<file path="config.mk">
export PLATFORM = sky130hd
export DESIGN_NAME = block_pool_allocator
export DESIGN_NICKNAME = d
export VERILOG_FILES = /design/src/design/bpa_pkg.sv /design/src/design/bpa_ram.sv /design/src/design/bpa_ctrl.sv /design/src/design/bpa_dpath.sv /design/src/design/block_pool_allocator.sv
export SDC_FILE = /design/constraint.sdc
export NUM_CORES = 2
export LEC_CHECK = 0
export BUFFER_PORTS_ARGS = -buffer_cell sky130_fd_sc_hd__buf_2
export CAP_MARGIN = 5
export CORE_ASPECT_RATIO = 0.5
export CORE_MARGIN = 5
export CORE_UTILIZATION = 35
export CTS_CLUSTER_DIAMETER = 30
export DETAILED_ROUTE_END_ITERATION = 7
export GPL_ROUTABILITY_DRIVEN = 0
export PLACE_DENSITY = 0.55
export SLEW_MARGIN = 20
export SYNTH_ARGS = -nofsm -noshare
export SYNTH_HDL_FRONTEND = slang
export SYNTH_HIERARCHICAL = 1
export SYNTH_SLANG_ARGS = --single-unit
</file>
<file path="constraint.sdc">
create_clock -name clk -period 12.25 [get_ports clk]
set_clock_uncertainty 0.15 [all_clocks]
set_input_delay 0.6125 -clock clk [delete_from_list [all_inputs] [get_ports clk]]
set_output_delay 0.6125 -clock clk [all_outputs]
set_load 0.02 [all_outputs]
</file>
<file path="src/design/bpa_pkg.sv">
// shared types, constants and codes for the block pool allocator
`timescale 1ns / 1ps

package bpa_pkg;

    localparam int MAX_POOLS_DEF  = 8;
    localparam int MAX_BLOCKS_DEF = 128;

    localparam int OP_W       = 2;
    localparam int REQ_W      = 16;
    localparam int SLOT_W     = 3;
    localparam int BLK_W      = 7;
    localparam int STATUS_W   = 3;
    localparam int SIZE_W     = 16;
    localparam int COUNT_W    = 8;
    localparam int CFG_IDX_W  = 2;
    localparam int CFG_DATA_W = 16;

    localparam logic [SIZE_W-1:0]  SIZE_FALLBACK  = 16'd1024;
    localparam logic [COUNT_W-1:0] COUNT_FALLBACK = 8'd100;
    localparam int                 COUNT_CAP      = 128;
    localparam int                 CHUNK_W        = 16;

    typedef enum logic [OP_W-1:0] {
        OP_ALLOC = 2'd0,
        OP_FREE  = 2'd1,
        OP_CLEAR = 2'd2
    } op_t;

    typedef enum logic [STATUS_W-1:0] {
        ST_EXISTING = 3'd0,
        ST_NEW      = 3'd1,
        ST_NO_SLOT  = 3'd2,
        ST_FREED    = 3'd3,
        ST_IGNORED  = 3'd4,
        ST_RESET    = 3'd5
    } status_t;

    typedef enum logic [CFG_IDX_W-1:0] {
        REG_DEFAULT_SIZE  = 2'd0,
        REG_DEFAULT_COUNT = 2'd1
    } reg_idx_t;

    typedef enum logic [2:0] {
        PTR_HOLD,
        PTR_TOP,
        PTR_DEC,
        PTR_ZERO,
        PTR_INC,
        PTR_OPEN
    } ptr_cmd_t;

    typedef enum logic [3:0] {
        S_IDLE,
        S_DISPATCH,
        S_SCAN,
        S_LOAD,
        S_SEARCH,
        S_GRANT,
        S_OPEN,
        S_OPEN_WR,
        S_FREE_CHK,
        S_SWEEP,
        S_DONE
    } state_t;

    typedef struct packed {
        logic     capture;
        ptr_cmd_t ptr_op;
        logic     ram_rd;
        logic     load_word;
        logic     shift_word;
        logic     search_hit;
        logic     grant_wr;
        logic     open_wr;
        logic     free_wr;
        logic     sweep_wr;
        logic     load_result;
        status_t  result;
    } cmd_t;

    typedef struct packed {
        logic [OP_W-1:0] op;
        logic            pools_empty;
        logic            pools_full;
        logic            scan_hit;
        logic            ptr_zero;
        logic            chunk_hit;
        logic            free_ok;
        logic            sweep_last;
    } sts_t;

endpackage

</file>
<file path="src/design/bpa_ram.sv">
// generic single write port ram with registered read
`timescale 1ns / 1ps

module bpa_ram #(
    parameter int WIDTH = 8,
    parameter int DEPTH = 8,
    localparam int AW = (DEPTH > 1) ? $clog2(DEPTH) : 1
) (
    input  logic             clk,
    input  logic             we,
    input  logic [AW-1:0]    waddr,
    input  logic [WIDTH-1:0] wdata,
    input  logic             re,
    input  logic [AW-1:0]    raddr,
    output logic [WIDTH-1:0] rdata
);

    logic [WIDTH-1:0] mem_reg [DEPTH];
    logic [WIDTH-1:0] rdata_reg;

    always_ff @(posedge clk)
    begin
        if (we)
        begin
            mem_reg[waddr] <= wdata;
        end
        if (re)
        begin
            rdata_reg <= mem_reg[raddr];
        end
    end

    assign rdata = rdata_reg;

endmodule

</file>
<file path="src/design/bpa_ctrl.sv">
// controller state machine of the block pool allocator
`timescale 1ns / 1ps

module bpa_ctrl (
    input  logic          clk,
    input  logic          rst_n,
    input  logic          in_valid,
    input  logic          out_stall,
    input  bpa_pkg::sts_t sts,
    output logic          in_stall,
    output logic          out_valid,
    output bpa_pkg::cmd_t cmd
);

    import bpa_pkg::*;

    state_t  state_reg, state_next;
    status_t res_reg, res_next;
    logic    out_valid_reg, out_valid_next;
    logic    done_go;

    assign done_go = (state_reg == S_DONE) && (!out_valid_reg || !out_stall);

    always_ff @(posedge clk or negedge rst_n)
    begin
        if (!rst_n)
        begin
            state_reg     <= S_IDLE;
            res_reg       <= ST_EXISTING;
            out_valid_reg <= 1'b0;
        end
        else
        begin
            state_reg     <= state_next;
            res_reg       <= res_next;
            out_valid_reg <= out_valid_next;
        end
    end

    // next state
    always_comb
    begin
        state_next = state_reg;
        res_next   = res_reg;
        case (state_reg)
            S_IDLE:
            begin
                if (in_valid)
                begin
                    state_next = S_DISPATCH;
                end
            end
            S_DISPATCH:
            begin
                case (sts.op)
                    OP_ALLOC:
                    begin
                        state_next = sts.pools_empty ? S_OPEN : S_SCAN;
                    end
                    OP_FREE:
                    begin
                        state_next = S_FREE_CHK;
                    end
                    OP_CLEAR:
                    begin
                        if (sts.pools_empty)
                        begin
                            state_next = S_DONE;
                            res_next   = ST_RESET;
                        end
                        else
                        begin
                            state_next = S_SWEEP;
                        end
                    end
                    default:
                    begin
                        state_next = S_DONE;
                        res_next   = ST_IGNORED;
                    end
                endcase
            end
            S_SCAN:
            begin
                if (sts.scan_hit)
                begin
                    state_next = S_LOAD;
                end
                else if (sts.ptr_zero)
                begin
                    state_next = S_OPEN;
                end
            end
            S_LOAD:
            begin
                state_next = S_SEARCH;
            end
            S_SEARCH:
            begin
                if (sts.chunk_hit)
                begin
                    state_next = S_GRANT;
                end
            end
            S_GRANT:
            begin
                state_next = S_DONE;
                res_next   = ST_EXISTING;
            end
            S_OPEN:
            begin
                if (sts.pools_full)
                begin
                    state_next = S_DONE;
                    res_next   = ST_NO_SLOT;
                end
                else
                begin
                    state_next = S_OPEN_WR;
                end
            end
            S_OPEN_WR:
            begin
                state_next = S_DONE;
                res_next   = ST_NEW;
            end
            S_FREE_CHK:
            begin
                state_next = S_DONE;
                res_next   = sts.free_ok ? ST_FREED : ST_IGNORED;
            end
            S_SWEEP:
            begin
                if (sts.sweep_last)
                begin
                    state_next = S_DONE;
                    res_next   = ST_RESET;
                end
            end
            S_DONE:
            begin
                if (done_go)
                begin
                    state_next = S_IDLE;
                end
            end
            default:
            begin
                state_next = S_IDLE;
            end
        endcase

        if (done_go)
        begin
            out_valid_next = 1'b1;
        end
        else if (!out_stall)
        begin
            out_valid_next = 1'b0;
        end
        else
        begin
            out_valid_next = out_valid_reg;
        end
    end

    // outputs
    always_comb
    begin
        cmd = '0;
        case (state_reg)
            S_IDLE:
            begin
                cmd.capture = in_valid;
            end
            S_DISPATCH:
            begin
                case (sts.op)
                    OP_ALLOC:
                    begin
                        if (!sts.pools_empty)
                        begin
                            cmd.ptr_op = PTR_TOP;
                        end
                    end
                    OP_FREE:
                    begin
                        cmd.ram_rd = 1'b1;
                    end
                    OP_CLEAR:
                    begin
                        cmd.ptr_op = PTR_ZERO;
                    end
                    default:
                    begin
                        cmd.ptr_op = PTR_HOLD;
                    end
                endcase
            end
            S_SCAN:
            begin
                if (sts.scan_hit)
                begin
                    cmd.ram_rd = 1'b1;
                end
                else if (!sts.ptr_zero)
                begin
                    cmd.ptr_op = PTR_DEC;
                end
            end
            S_LOAD:
            begin
                cmd.load_word = 1'b1;
            end
            S_SEARCH:
            begin
                cmd.search_hit = sts.chunk_hit;
                cmd.shift_word = !sts.chunk_hit;
            end
            S_GRANT:
            begin
                cmd.grant_wr = 1'b1;
            end
            S_OPEN:
            begin
                if (!sts.pools_full)
                begin
                    cmd.ptr_op = PTR_OPEN;
                end
            end
            S_OPEN_WR:
            begin
                cmd.open_wr = 1'b1;
            end
            S_FREE_CHK:
            begin
                cmd.free_wr = sts.free_ok;
            end
            S_SWEEP:
            begin
                cmd.sweep_wr = 1'b1;
                if (!sts.sweep_last)
                begin
                    cmd.ptr_op = PTR_INC;
                end
            end
            S_DONE:
            begin
                cmd.load_result = done_go;
                cmd.result      = res_reg;
            end
            default:
            begin
                cmd.ptr_op = PTR_HOLD;
            end
        endcase
    end

    assign in_stall  = (state_reg != S_IDLE);
    assign out_valid = out_valid_reg;

endmodule

</file>
<file path="src/design/bpa_dpath.sv">
// datapath of the block pool allocator: pool tables, bitmap ram, bit search, result register
`timescale 1ns / 1ps

module bpa_dpath #(
    parameter int MAX_POOLS  = bpa_pkg::MAX_POOLS_DEF,
    parameter int MAX_BLOCKS = bpa_pkg::MAX_BLOCKS_DEF
) (
    input  logic                                clk,
    input  logic                                rst_n,
    input  logic                                cfg_we,
    input  logic [bpa_pkg::CFG_IDX_W-1:0]       cfg_index,
    input  logic [bpa_pkg::CFG_DATA_W-1:0]      cfg_data,
    input  logic [bpa_pkg::OP_W-1:0]            op,
    input  logic [bpa_pkg::REQ_W-1:0]           request_size,
    input  logic [bpa_pkg::SLOT_W-1:0]          pool_slot,
    input  logic [bpa_pkg::BLK_W-1:0]           free_block,
    input  bpa_pkg::cmd_t                       cmd,
    output bpa_pkg::sts_t                       sts,
    output logic [bpa_pkg::STATUS_W-1:0]        status,
    output logic [bpa_pkg::SLOT_W-1:0]          granted_pool,
    output logic [bpa_pkg::BLK_W-1:0]           granted_block,
    output logic [bpa_pkg::SIZE_W-1:0]          granted_block_size
);

    import bpa_pkg::*;

    localparam int NB   = (MAX_BLOCKS < COUNT_CAP) ? MAX_BLOCKS : COUNT_CAP;
    localparam int BIW  = $clog2(NB);
    localparam int PIW  = (MAX_POOLS > 1) ? $clog2(MAX_POOLS) : 1;
    localparam int PW1  = $clog2(MAX_POOLS + 1);
    localparam int CMPW = (PW1 > SLOT_W) ? PW1 : SLOT_W;
    localparam int CW   = (NB < CHUNK_W) ? NB : CHUNK_W;
    localparam int NCH  = (NB + CW - 1) / CW;
    localparam int WW   = NCH * CW;
    localparam int CNW  = (NCH > 1) ? $clog2(NCH) : 1;
    localparam int CIW  = $clog2(CW);
    localparam logic [COUNT_W-1:0] COUNT_LIMIT = COUNT_W'(NB);
    localparam logic [COUNT_W-1:0] COUNT_RESET =
        (COUNT_FALLBACK > COUNT_LIMIT) ? COUNT_LIMIT : COUNT_FALLBACK;

    logic [SIZE_W-1:0]   cfg_size_reg, cfg_size_next;
    logic [COUNT_W-1:0]  cfg_count_reg, cfg_count_next;
    logic [COUNT_W-1:0]  count_raw, count_fixed;
    logic [PW1-1:0]      pools_open_reg, pools_open_next;
    logic [PIW-1:0]      ptr_reg, ptr_next;

    logic [OP_W-1:0]     op_reg;
    logic [REQ_W-1:0]    req_reg;
    logic [SLOT_W-1:0]   slot_reg;
    logic [BLK_W-1:0]    blk_reg;

    logic [SIZE_W-1:0]   size_reg  [MAX_POOLS];
    logic [COUNT_W-1:0]  total_reg [MAX_POOLS];
    logic [COUNT_W-1:0]  free_reg  [MAX_POOLS];

    logic [WW-1:0]       word_reg;
    logic [NB-1:0]       row_reg;
    logic [CNW-1:0]      cnt_reg;
    logic [BIW-1:0]      found_reg;
    logic [CW-1:0]       chunk;
    logic [CIW-1:0]      idx;
    logic [BIW-1:0]      found;

    logic [NB-1:0]       ram_rdata, ram_wdata;
    logic                ram_we;
    logic [NB-1:0]       bit_found, bit_blk;
    logic [SIZE_W-1:0]   new_size;
    logic                slot_ok, blk_ok;

    logic [STATUS_W-1:0] status_reg;
    logic [SLOT_W-1:0]   gpool_reg;
    logic [BLK_W-1:0]    gblock_reg;
    logic [SIZE_W-1:0]   gsize_reg;
    logic                granted;

    // configuration registers
    always_comb
    begin
        cfg_size_next  = cfg_size_reg;
        cfg_count_next = cfg_count_reg;
        count_raw      = cfg_data[COUNT_W-1:0];
        count_fixed    = (count_raw == '0) ? COUNT_FALLBACK : count_raw;
        if (count_fixed > COUNT_LIMIT)
        begin
            count_fixed = COUNT_LIMIT;
        end
        if (cfg_we)
        begin
            case (cfg_index)
                REG_DEFAULT_SIZE:
                begin
                    cfg_size_next = (cfg_data == '0) ? SIZE_FALLBACK : cfg_data;
                end
                REG_DEFAULT_COUNT:
                begin
                    cfg_count_next = count_fixed;
                end
                default:
                begin
                    cfg_size_next = cfg_size_reg;
                end
            endcase
        end
    end

    // pool pointer
    always_comb
    begin
        case (cmd.ptr_op)
            PTR_TOP:  ptr_next = PIW'(pools_open_reg - PW1'(1));
            PTR_DEC:  ptr_next = ptr_reg - PIW'(1);
            PTR_ZERO: ptr_next = '0;
            PTR_INC:  ptr_next = ptr_reg + PIW'(1);
            PTR_OPEN: ptr_next = PIW'(pools_open_reg);
            default:  ptr_next = ptr_reg;
        endcase
        if (cmd.capture)
        begin
            ptr_next = PIW'(pool_slot);
        end
    end

    assign pools_open_next = cmd.open_wr ? pools_open_reg + PW1'(1) : pools_open_reg;

    always_ff @(posedge clk or negedge rst_n)
    begin
        if (!rst_n)
        begin
            cfg_size_reg   <= SIZE_FALLBACK;
            cfg_count_reg  <= COUNT_RESET;
            pools_open_reg <= '0;
            ptr_reg        <= '0;
        end
        else
        begin
            cfg_size_reg   <= cfg_size_next;
            cfg_count_reg  <= cfg_count_next;
            pools_open_reg <= pools_open_next;
            ptr_reg        <= ptr_next;
        end
    end

    // lowest free block within the current chunk
    always_comb
    begin
        chunk = word_reg[CW-1:0];
        idx   = '0;
        for (int i = CW - 1; i >= 0; i--)
        begin
            if (!chunk[i])
            begin
                idx = CIW'(i);
            end
        end
        found = BIW'(int'(cnt_reg) * CW + int'(idx));
    end

    assign new_size  = (req_reg > cfg_size_reg) ? req_reg : cfg_size_reg;
    assign bit_found = NB'(1) << found_reg;
    assign bit_blk   = NB'(1) << blk_reg[BIW-1:0];
    assign slot_ok   = CMPW'(slot_reg) < CMPW'(pools_open_reg);
    assign blk_ok    = COUNT_W'(blk_reg) < total_reg[ptr_reg];

    // item fields, pool tables and search registers
    always_ff @(posedge clk)
    begin
        if (cmd.capture)
        begin
            op_reg   <= op;
            req_reg  <= request_size;
            slot_reg <= pool_slot;
            blk_reg  <= free_block;
        end
        if (cmd.load_word)
        begin
            word_reg <= WW'(ram_rdata);
            row_reg  <= ram_rdata;
            cnt_reg  <= '0;
        end
        else if (cmd.shift_word)
        begin
            word_reg <= word_reg >> CW;
            cnt_reg  <= cnt_reg + CNW'(1);
        end
        if (cmd.search_hit)
        begin
            found_reg <= found;
        end
        else if (cmd.open_wr)
        begin
            found_reg <= '0;
        end
        if (cmd.grant_wr)
        begin
            free_reg[ptr_reg] <= free_reg[ptr_reg] - COUNT_W'(1);
        end
        if (cmd.open_wr)
        begin
            size_reg[ptr_reg]  <= new_size;
            total_reg[ptr_reg] <= cfg_count_reg;
            free_reg[ptr_reg]  <= cfg_count_reg - COUNT_W'(1);
        end
        if (cmd.free_wr)
        begin
            free_reg[ptr_reg] <= free_reg[ptr_reg] + COUNT_W'(1);
        end
        if (cmd.sweep_wr)
        begin
            free_reg[ptr_reg] <= total_reg[ptr_reg];
        end
    end

    // bitmap ram
    assign ram_we = cmd.grant_wr | cmd.open_wr | cmd.free_wr | cmd.sweep_wr;

    always_comb
    begin
        if (cmd.grant_wr)
        begin
            ram_wdata = row_reg | bit_found;
        end
        else if (cmd.open_wr)
        begin
            ram_wdata = NB'(1);
        end
        else if (cmd.free_wr)
        begin
            ram_wdata = ram_rdata & ~bit_blk;
        end
        else
        begin
            ram_wdata = '0;
        end
    end

    bpa_ram #(
        .WIDTH (NB),
        .DEPTH (MAX_POOLS)
    ) u_used_ram (
        .clk   (clk),
        .we    (ram_we),
        .waddr (ptr_reg),
        .wdata (ram_wdata),
        .re    (cmd.ram_rd),
        .raddr (ptr_reg),
        .rdata (ram_rdata)
    );

    // status to the controller
    always_comb
    begin
        sts.op          = op_reg;
        sts.pools_empty = (pools_open_reg == '0);
        sts.pools_full  = (pools_open_reg == PW1'(MAX_POOLS));
        sts.scan_hit    = (size_reg[ptr_reg] >= req_reg) && (free_reg[ptr_reg] != '0);
        sts.ptr_zero    = (ptr_reg == '0);
        sts.chunk_hit   = ~&chunk;
        sts.free_ok     = slot_ok && blk_ok && (|(ram_rdata & bit_blk));
        sts.sweep_last  = ((PW1'(ptr_reg) + PW1'(1)) == pools_open_reg);
    end

    // result register
    assign granted = (cmd.result == ST_EXISTING) || (cmd.result == ST_NEW);

    always_ff @(posedge clk)
    begin
        if (cmd.load_result)
        begin
            status_reg <= cmd.result;
            gpool_reg  <= granted ? SLOT_W'(ptr_reg) : '0;
            gblock_reg <= granted ? BLK_W'(found_reg) : '0;
            gsize_reg  <= granted ? size_reg[ptr_reg] : '0;
        end
    end

    assign status             = status_reg;
    assign granted_pool       = gpool_reg;
    assign granted_block      = gblock_reg;
    assign granted_block_size = gsize_reg;

endmodule

</file>
<file path="src/design/block_pool_allocator.sv">
// top level of the block pool allocator
`timescale 1ns / 1ps

// Fixed-size block pool allocator with a used-block bitmap per pool.
// Input channel (in_valid / in_stall) carries one item: op, request_size,
// pool_slot, free_block. Output channel (out_valid / out_stall) returns
// exactly one result item per input item: status and the granted fields.
// Configuration: cfg_we writes the default block size (index 0) or the
// default block count (index 1) from cfg_data; the user must write only while
// the block is idle, the block does not enforce it; other indexes are ignored.
// One item is worked on at a time; the next item is taken the cycle after its
// result is loaded into the output register, even while the receiver stalls
// it. A result still held by a stalled receiver delays loading the next one.
// Steps from accept to result valid:
//   free: bitmap row read, then the block check; reset op: sweep of open pools;
//   unused op: straight to the result; allocate: pool scan, bitmap ram read and
//   search of the 16-bit bitmap chunks (up to 8), or a new pool when none fits.
// The pool scan takes one pool per cycle, from the newest open pool down; with no
// free pool slot left, the result is the no-slot status.
// Reset clears all pools (none open) and loads the default registers;
// nothing waits on a clearing pass. A stalled result holds its fields.

module block_pool_allocator #(
    parameter int MAX_POOLS  = bpa_pkg::MAX_POOLS_DEF,
    parameter int MAX_BLOCKS = bpa_pkg::MAX_BLOCKS_DEF
) (
    input  logic                           clk,
    input  logic                           rst_n,
    input  logic                           cfg_we,
    input  logic [bpa_pkg::CFG_IDX_W-1:0]  cfg_index,
    input  logic [bpa_pkg::CFG_DATA_W-1:0] cfg_data,
    input  logic                           in_valid,
    output logic                           in_stall,
    input  logic [bpa_pkg::OP_W-1:0]       op,
    input  logic [bpa_pkg::REQ_W-1:0]      request_size,
    input  logic [bpa_pkg::SLOT_W-1:0]     pool_slot,
    input  logic [bpa_pkg::BLK_W-1:0]      free_block,
    output logic                           out_valid,
    input  logic                           out_stall,
    output logic [bpa_pkg::STATUS_W-1:0]   status,
    output logic [bpa_pkg::SLOT_W-1:0]     granted_pool,
    output logic [bpa_pkg::BLK_W-1:0]      granted_block,
    output logic [bpa_pkg::SIZE_W-1:0]     granted_block_size
);

    import bpa_pkg::*;

    cmd_t cmd;
    sts_t sts;

    bpa_ctrl u_ctrl (
        .clk       (clk),
        .rst_n     (rst_n),
        .in_valid  (in_valid),
        .out_stall (out_stall),
        .sts       (sts),
        .in_stall  (in_stall),
        .out_valid (out_valid),
        .cmd       (cmd)
    );

    bpa_dpath #(
        .MAX_POOLS  (MAX_POOLS),
        .MAX_BLOCKS (MAX_BLOCKS)
    ) u_dpath (
        .clk                (clk),
        .rst_n              (rst_n),
        .cfg_we             (cfg_we),
        .cfg_index          (cfg_index),
        .cfg_data           (cfg_data),
        .op                 (op),
        .request_size       (request_size),
        .pool_slot          (pool_slot),
        .free_block         (free_block),
        .cmd                (cmd),
        .sts                (sts),
        .status             (status),
        .granted_pool       (granted_pool),
        .granted_block      (granted_block),
        .granted_block_size (granted_block_size)
    );

endmodule

</file>
==> impl_results.md <==
* Vias/cell at approximately 5.6
* Clock share of power at a little under two fifths
* Initial antenna violation count at 3
* Post-route cell area at 86400 sq um
* CTS Buf Count at roughly 300
* Pint at ~15 mW
* Worst skew pair latency at 0.92 ns
* R2R depth at 20
* Pleak at 28.3 nW
* Core area at 207000 sq um
* Clock Path Buffers at 4
* Sequential fraction of the synthesis area at approximately 73%
* Pwr per Cell Area at between 200 and 250 nW/um^2
* Post-Synthesis Cells at around 4000
* Worst path required time at between 10 and 15 ns
* RSZ-0062 raised after global routing: false
* Critical path data arrival time at roughly 8.2 ns
* Fmax at about 130 MHz
* Max Slew Vio Count at 0
* Crit path buf inv count at 7
* Post-synth EDFFs at 1728
* CTS H-tree depth at 5
* Sequential power share at 39.7%
* Reg-to-Reg Start: u_dpath/ptr_reg[1]$_DFFE_PN0P_
* Clock root buffer: clkbuf_16
* Worst Setup EP: u_dpath/u_used_ram/mem_reg[5][51]$_DFFE_PP_
* Placed Area at around 76000 sq um
* Slew headroom at 21.8%
* Final period utilization at about 64%
* I/O Pins at 82
* PortBufs at roughly 80
* Period minus WS final at 7.82 ns
* Die area at about 220000 sq um
* Setup Crit Path Kind: reg -> reg
* Total setup buffers inserted after CTS at 0
* CTS tree: done
* Vias in the first global route at ~41000
* Post-Syn Area at roughly 73000 sq um
* Nets at around 4300
* Slowest-stage cell, CP: dfrtp_4
* Worst Tran Pin Value at between 1 and 1.5 ns
* Grt ovf at 0
* DRC errors left at 0
* Max-Cap Viols at 0
* Crit path largest cell delay at 0.98 ns
* Initial core utilization at about a third
* Peak supply drop at ~0.16 mV
* Layout area overhead at 19.0%
* Wire per inst at roughly 28 microns
* Combinational Power Share at 22.3%
* GRT Overall Usage at between 10% and 20%
* ANT nets after route at 0
* Crit path top cell by count: buf_4
* Top cell type's share of synthesized area at 71.5%
* Avg Cell Area, Syn at between 15 and 20 sq um
* First DRT Iteration DRCs at around 4500
* Routed WL at just over 200000 microns
* Hold-fix buffers at CTS at 47
* CP startpoint kind: flip-flop
* Commonest cells in the netlist: 1728 x edfxtp_1, 260 x mux2_2, 219 x nand2_1
* Worst-path cell chain: clkinv_1, nor2_2, buf_4, a22oi_1, and3_1, ha_1, o21ai_0, a21oi_1, o21ai_0, a21oi_1, nor3_1, nor4b_2, buf_4, nor4_1, buf_4, inv_1, nand2_1, nor2_4, buf_4, buf_12
* R2R setup slack at approximately 4.4 ns
* Die X at between 600 and 700 microns
* Layout cells sized above 1 at about 27%
* Clk slew on worst S/H paths at roughly 0.05 ns
* Pin count of the biggest net entering global routing at 110
* Final hold violation count at 0
* Top FF cell, synth: edfxtp_1
* Worst hold path class: in -> reg
* # fillers at about 18000
* Design Power at 21.2 mW
* Setup violators final at 0
* Sw frac at around 30%
* Die height at around 330 microns
* Multi-input gate area at 18400 sq um
* Vias at around 41000
* Syn_nets at about 4000
* Async set or reset register ratio after synthesis at 2.20%
* Delay-heaviest family, CP: buffers and inverters
* Switching power at around 6.3 mW
* Largest cells by area after synthesis: edfxtp_1 71%, mux4_2 6.0%, mux2_2 4.0%
* Critical Path Stages at 20
* Rows at approximately 120
* Dpl hpwl at 120000 microns
* Yosys Warn Count at 6
* TritonRoute pass-1 iters at 8
* Status: complete, no violations
* Synth cell types at 98
* FF+latch count, synth at between 1500 and 2000
* Max reg flops at between 1000 and 1500
* Storage cell area at approximately 53000 sq um
* CTS Sinks at 1770
* Post-cts repair resize count at 0
* Critical Path Start: u_dpath/ptr_reg[1]$_DFFE_PN0P_
* Most common cell in the netlist: edfxtp_1
* First-pass GRT wire length at 294000 microns
* CP Max Fanout at 96
* Worst setup EP type: flip-flop
* Cell taking the most area after synthesis: edfxtp_1
* FF-to-FF End: u_dpath/u_used_ram/mem_reg[5][51]$_DFFE_PP_
==> through the flow <==
| stage | cells | setup slack, ns | setup TNS (ns) | utilization [%] | hold slack, ns |
|---|---|---|---|---|---|
| detailed placement | 6649 | 4.38 | 0 | 36.9 | 0.341 |
| floorplan | 3934 | -1.10 | -281.44 | - | 0.167 |
| CTS | 7211 | 4.34 | 0 | 41.8 | 0.0503 |
| finish | 7215 | 4.43 | 0 | 41.8 | 0.101 |
| global placement | 6649 | 4.25 | 0 | 36.9 | 0.335 |
| global route | 7213 | 3.94 | 0 | 41.8 | 0.0871 |
==> cell families (layout without fill, tap and decap cells) <==
family | Yosys count | in the layout | synth area share (%)
flip-flops | 1770 | 1770 | 72.9
AO/OA/AOI/OAI | 566 | 566 | 5.83
other | 0 | 2 | 0
XOR/XNOR | 23 | 23 | 0.277
adder cells (fa/ha/maj) | 49 | 49 | 0.855
AND/OR/NAND/NOR | 680 | 680 | 4.86
buffers and inverters | 289 | 808 | 2.19
multiplexers | 557 | 557 | 13.1
==> power by group through the flow <==
| stage | Combinational, mW | Clock, mW | Sequential, mW |
|---|---|---|---|
| 2_1_floorplan | 3.44 | 0 | 8.24 |
| 3_3_place_gp | 4.68 | 0 | 8.49 |
| 3_5_place_dp | 4.69 | 0 | 8.50 |
| 4_1_cts | 4.74 | 8.19 | 8.39 |
| 5_1_grt | 5.04 | 8.48 | 8.44 |
| 6_report | 4.72 | 8.05 | 8.41 |
==> worst register-to-register path: cells and delay by family (launching register included) <==
| family | cells | cell delay, ns |
|---|---|---|
| compound gates | 5 | 0.65 |
| flops | 1 | 0.98 |
| simple gates | 7 | 2.54 |
| buf+inv | 7 | 2.69 |
| fa+ha+maj | 1 | 0.29 |
==> metal layers <==
metal | wire length (microns) | GRT usage (%) | up-vias
li1 | - | - | 16758
met1 | 88500 | 26.2 | 21580
met2 | 94100 | 28.8 | 1854
met3 | 15300 | 3.30 | 360
met4 | 5210 | 5.35 | 0
met5 | 0 | 0 | -
==> cells in the final DEF, fill, tap and decap left out, types with 29 or more instances in the layout <==
master / netlist / routed
ha_1: 48 / 48
nand2_1: 219 / 219
mux4_1: 73 / 73
bufinv_16: 0 / 31
nor2_1: 118 / 105
dlygate4sd3_1: 0 / 47
edfxtp_1: 1728 / 1728
buf_2: 12 / 81
inv_1: 51 / 51
a21o_1: 95 / 95
and2_1: 55 / 51
nand4_1: 33 / 33
dfrtp_1: 35 / 32
nand3_1: 57 / 57
clkinv_1: 1 / 32
clkinv_2: 0 / 38
a21oi_1: 48 / 47
clkbuf_16: 0 / 301
buf_4: 2 / 107
inv_6: 0 / 33
mux4_2: 192 / 192
a22oi_1: 104 / 104
o21ai_0: 93 / 93
mux2_2: 260 / 260
mux2i_1: 29 / 29
o211ai_1: 40 / 40
a32o_1: 83 / 83
==> worst min path at each step <==
stage	endpoint	slack [ns]	start	depth (start not counted)
floorplan	u_ctrl/out_valid$_DFFE_PN0P_	0.17	rst_n	0
global placement	u_ctrl/res_reg[2]$_DFFE_PN0P_	0.33	u_ctrl/res_reg[2]$_DFFE_PN0P_	1
detailed placement	u_ctrl/res_reg[1]$_DFFE_PN0P_	0.34	u_ctrl/res_reg[1]$_DFFE_PN0P_	1
CTS	u_dpath/cfg_size_reg[10]$_DFFE_PN1P_	0.05	cfg_index[1]	5
global route	u_dpath/blk_reg[0]$_DFFE_PP_	0.09	in_valid	3
finish	u_dpath/blk_reg[0]$_DFFE_PP_	0.10	in_valid	3
==> cell type report <==
| class | instances | share of cell area [%] |
|---|---|---|
| Clock buffer | 322 | 8.80 |
| Multi-Input combinational cell | 1875 | 21.3 |
| Sequential cell | 1770 | 61.2 |
| Tap cell | 2760 | 3.99 |
| Antenna cell | 2 | 0.00579 |
| Timing Repair Buffer | 241 | 2.08 |
| Inverter | 52 | 0.226 |
| Clock inverter | 193 | 2.39 |
Note: power is estimated with default switching activity, not from simulation.
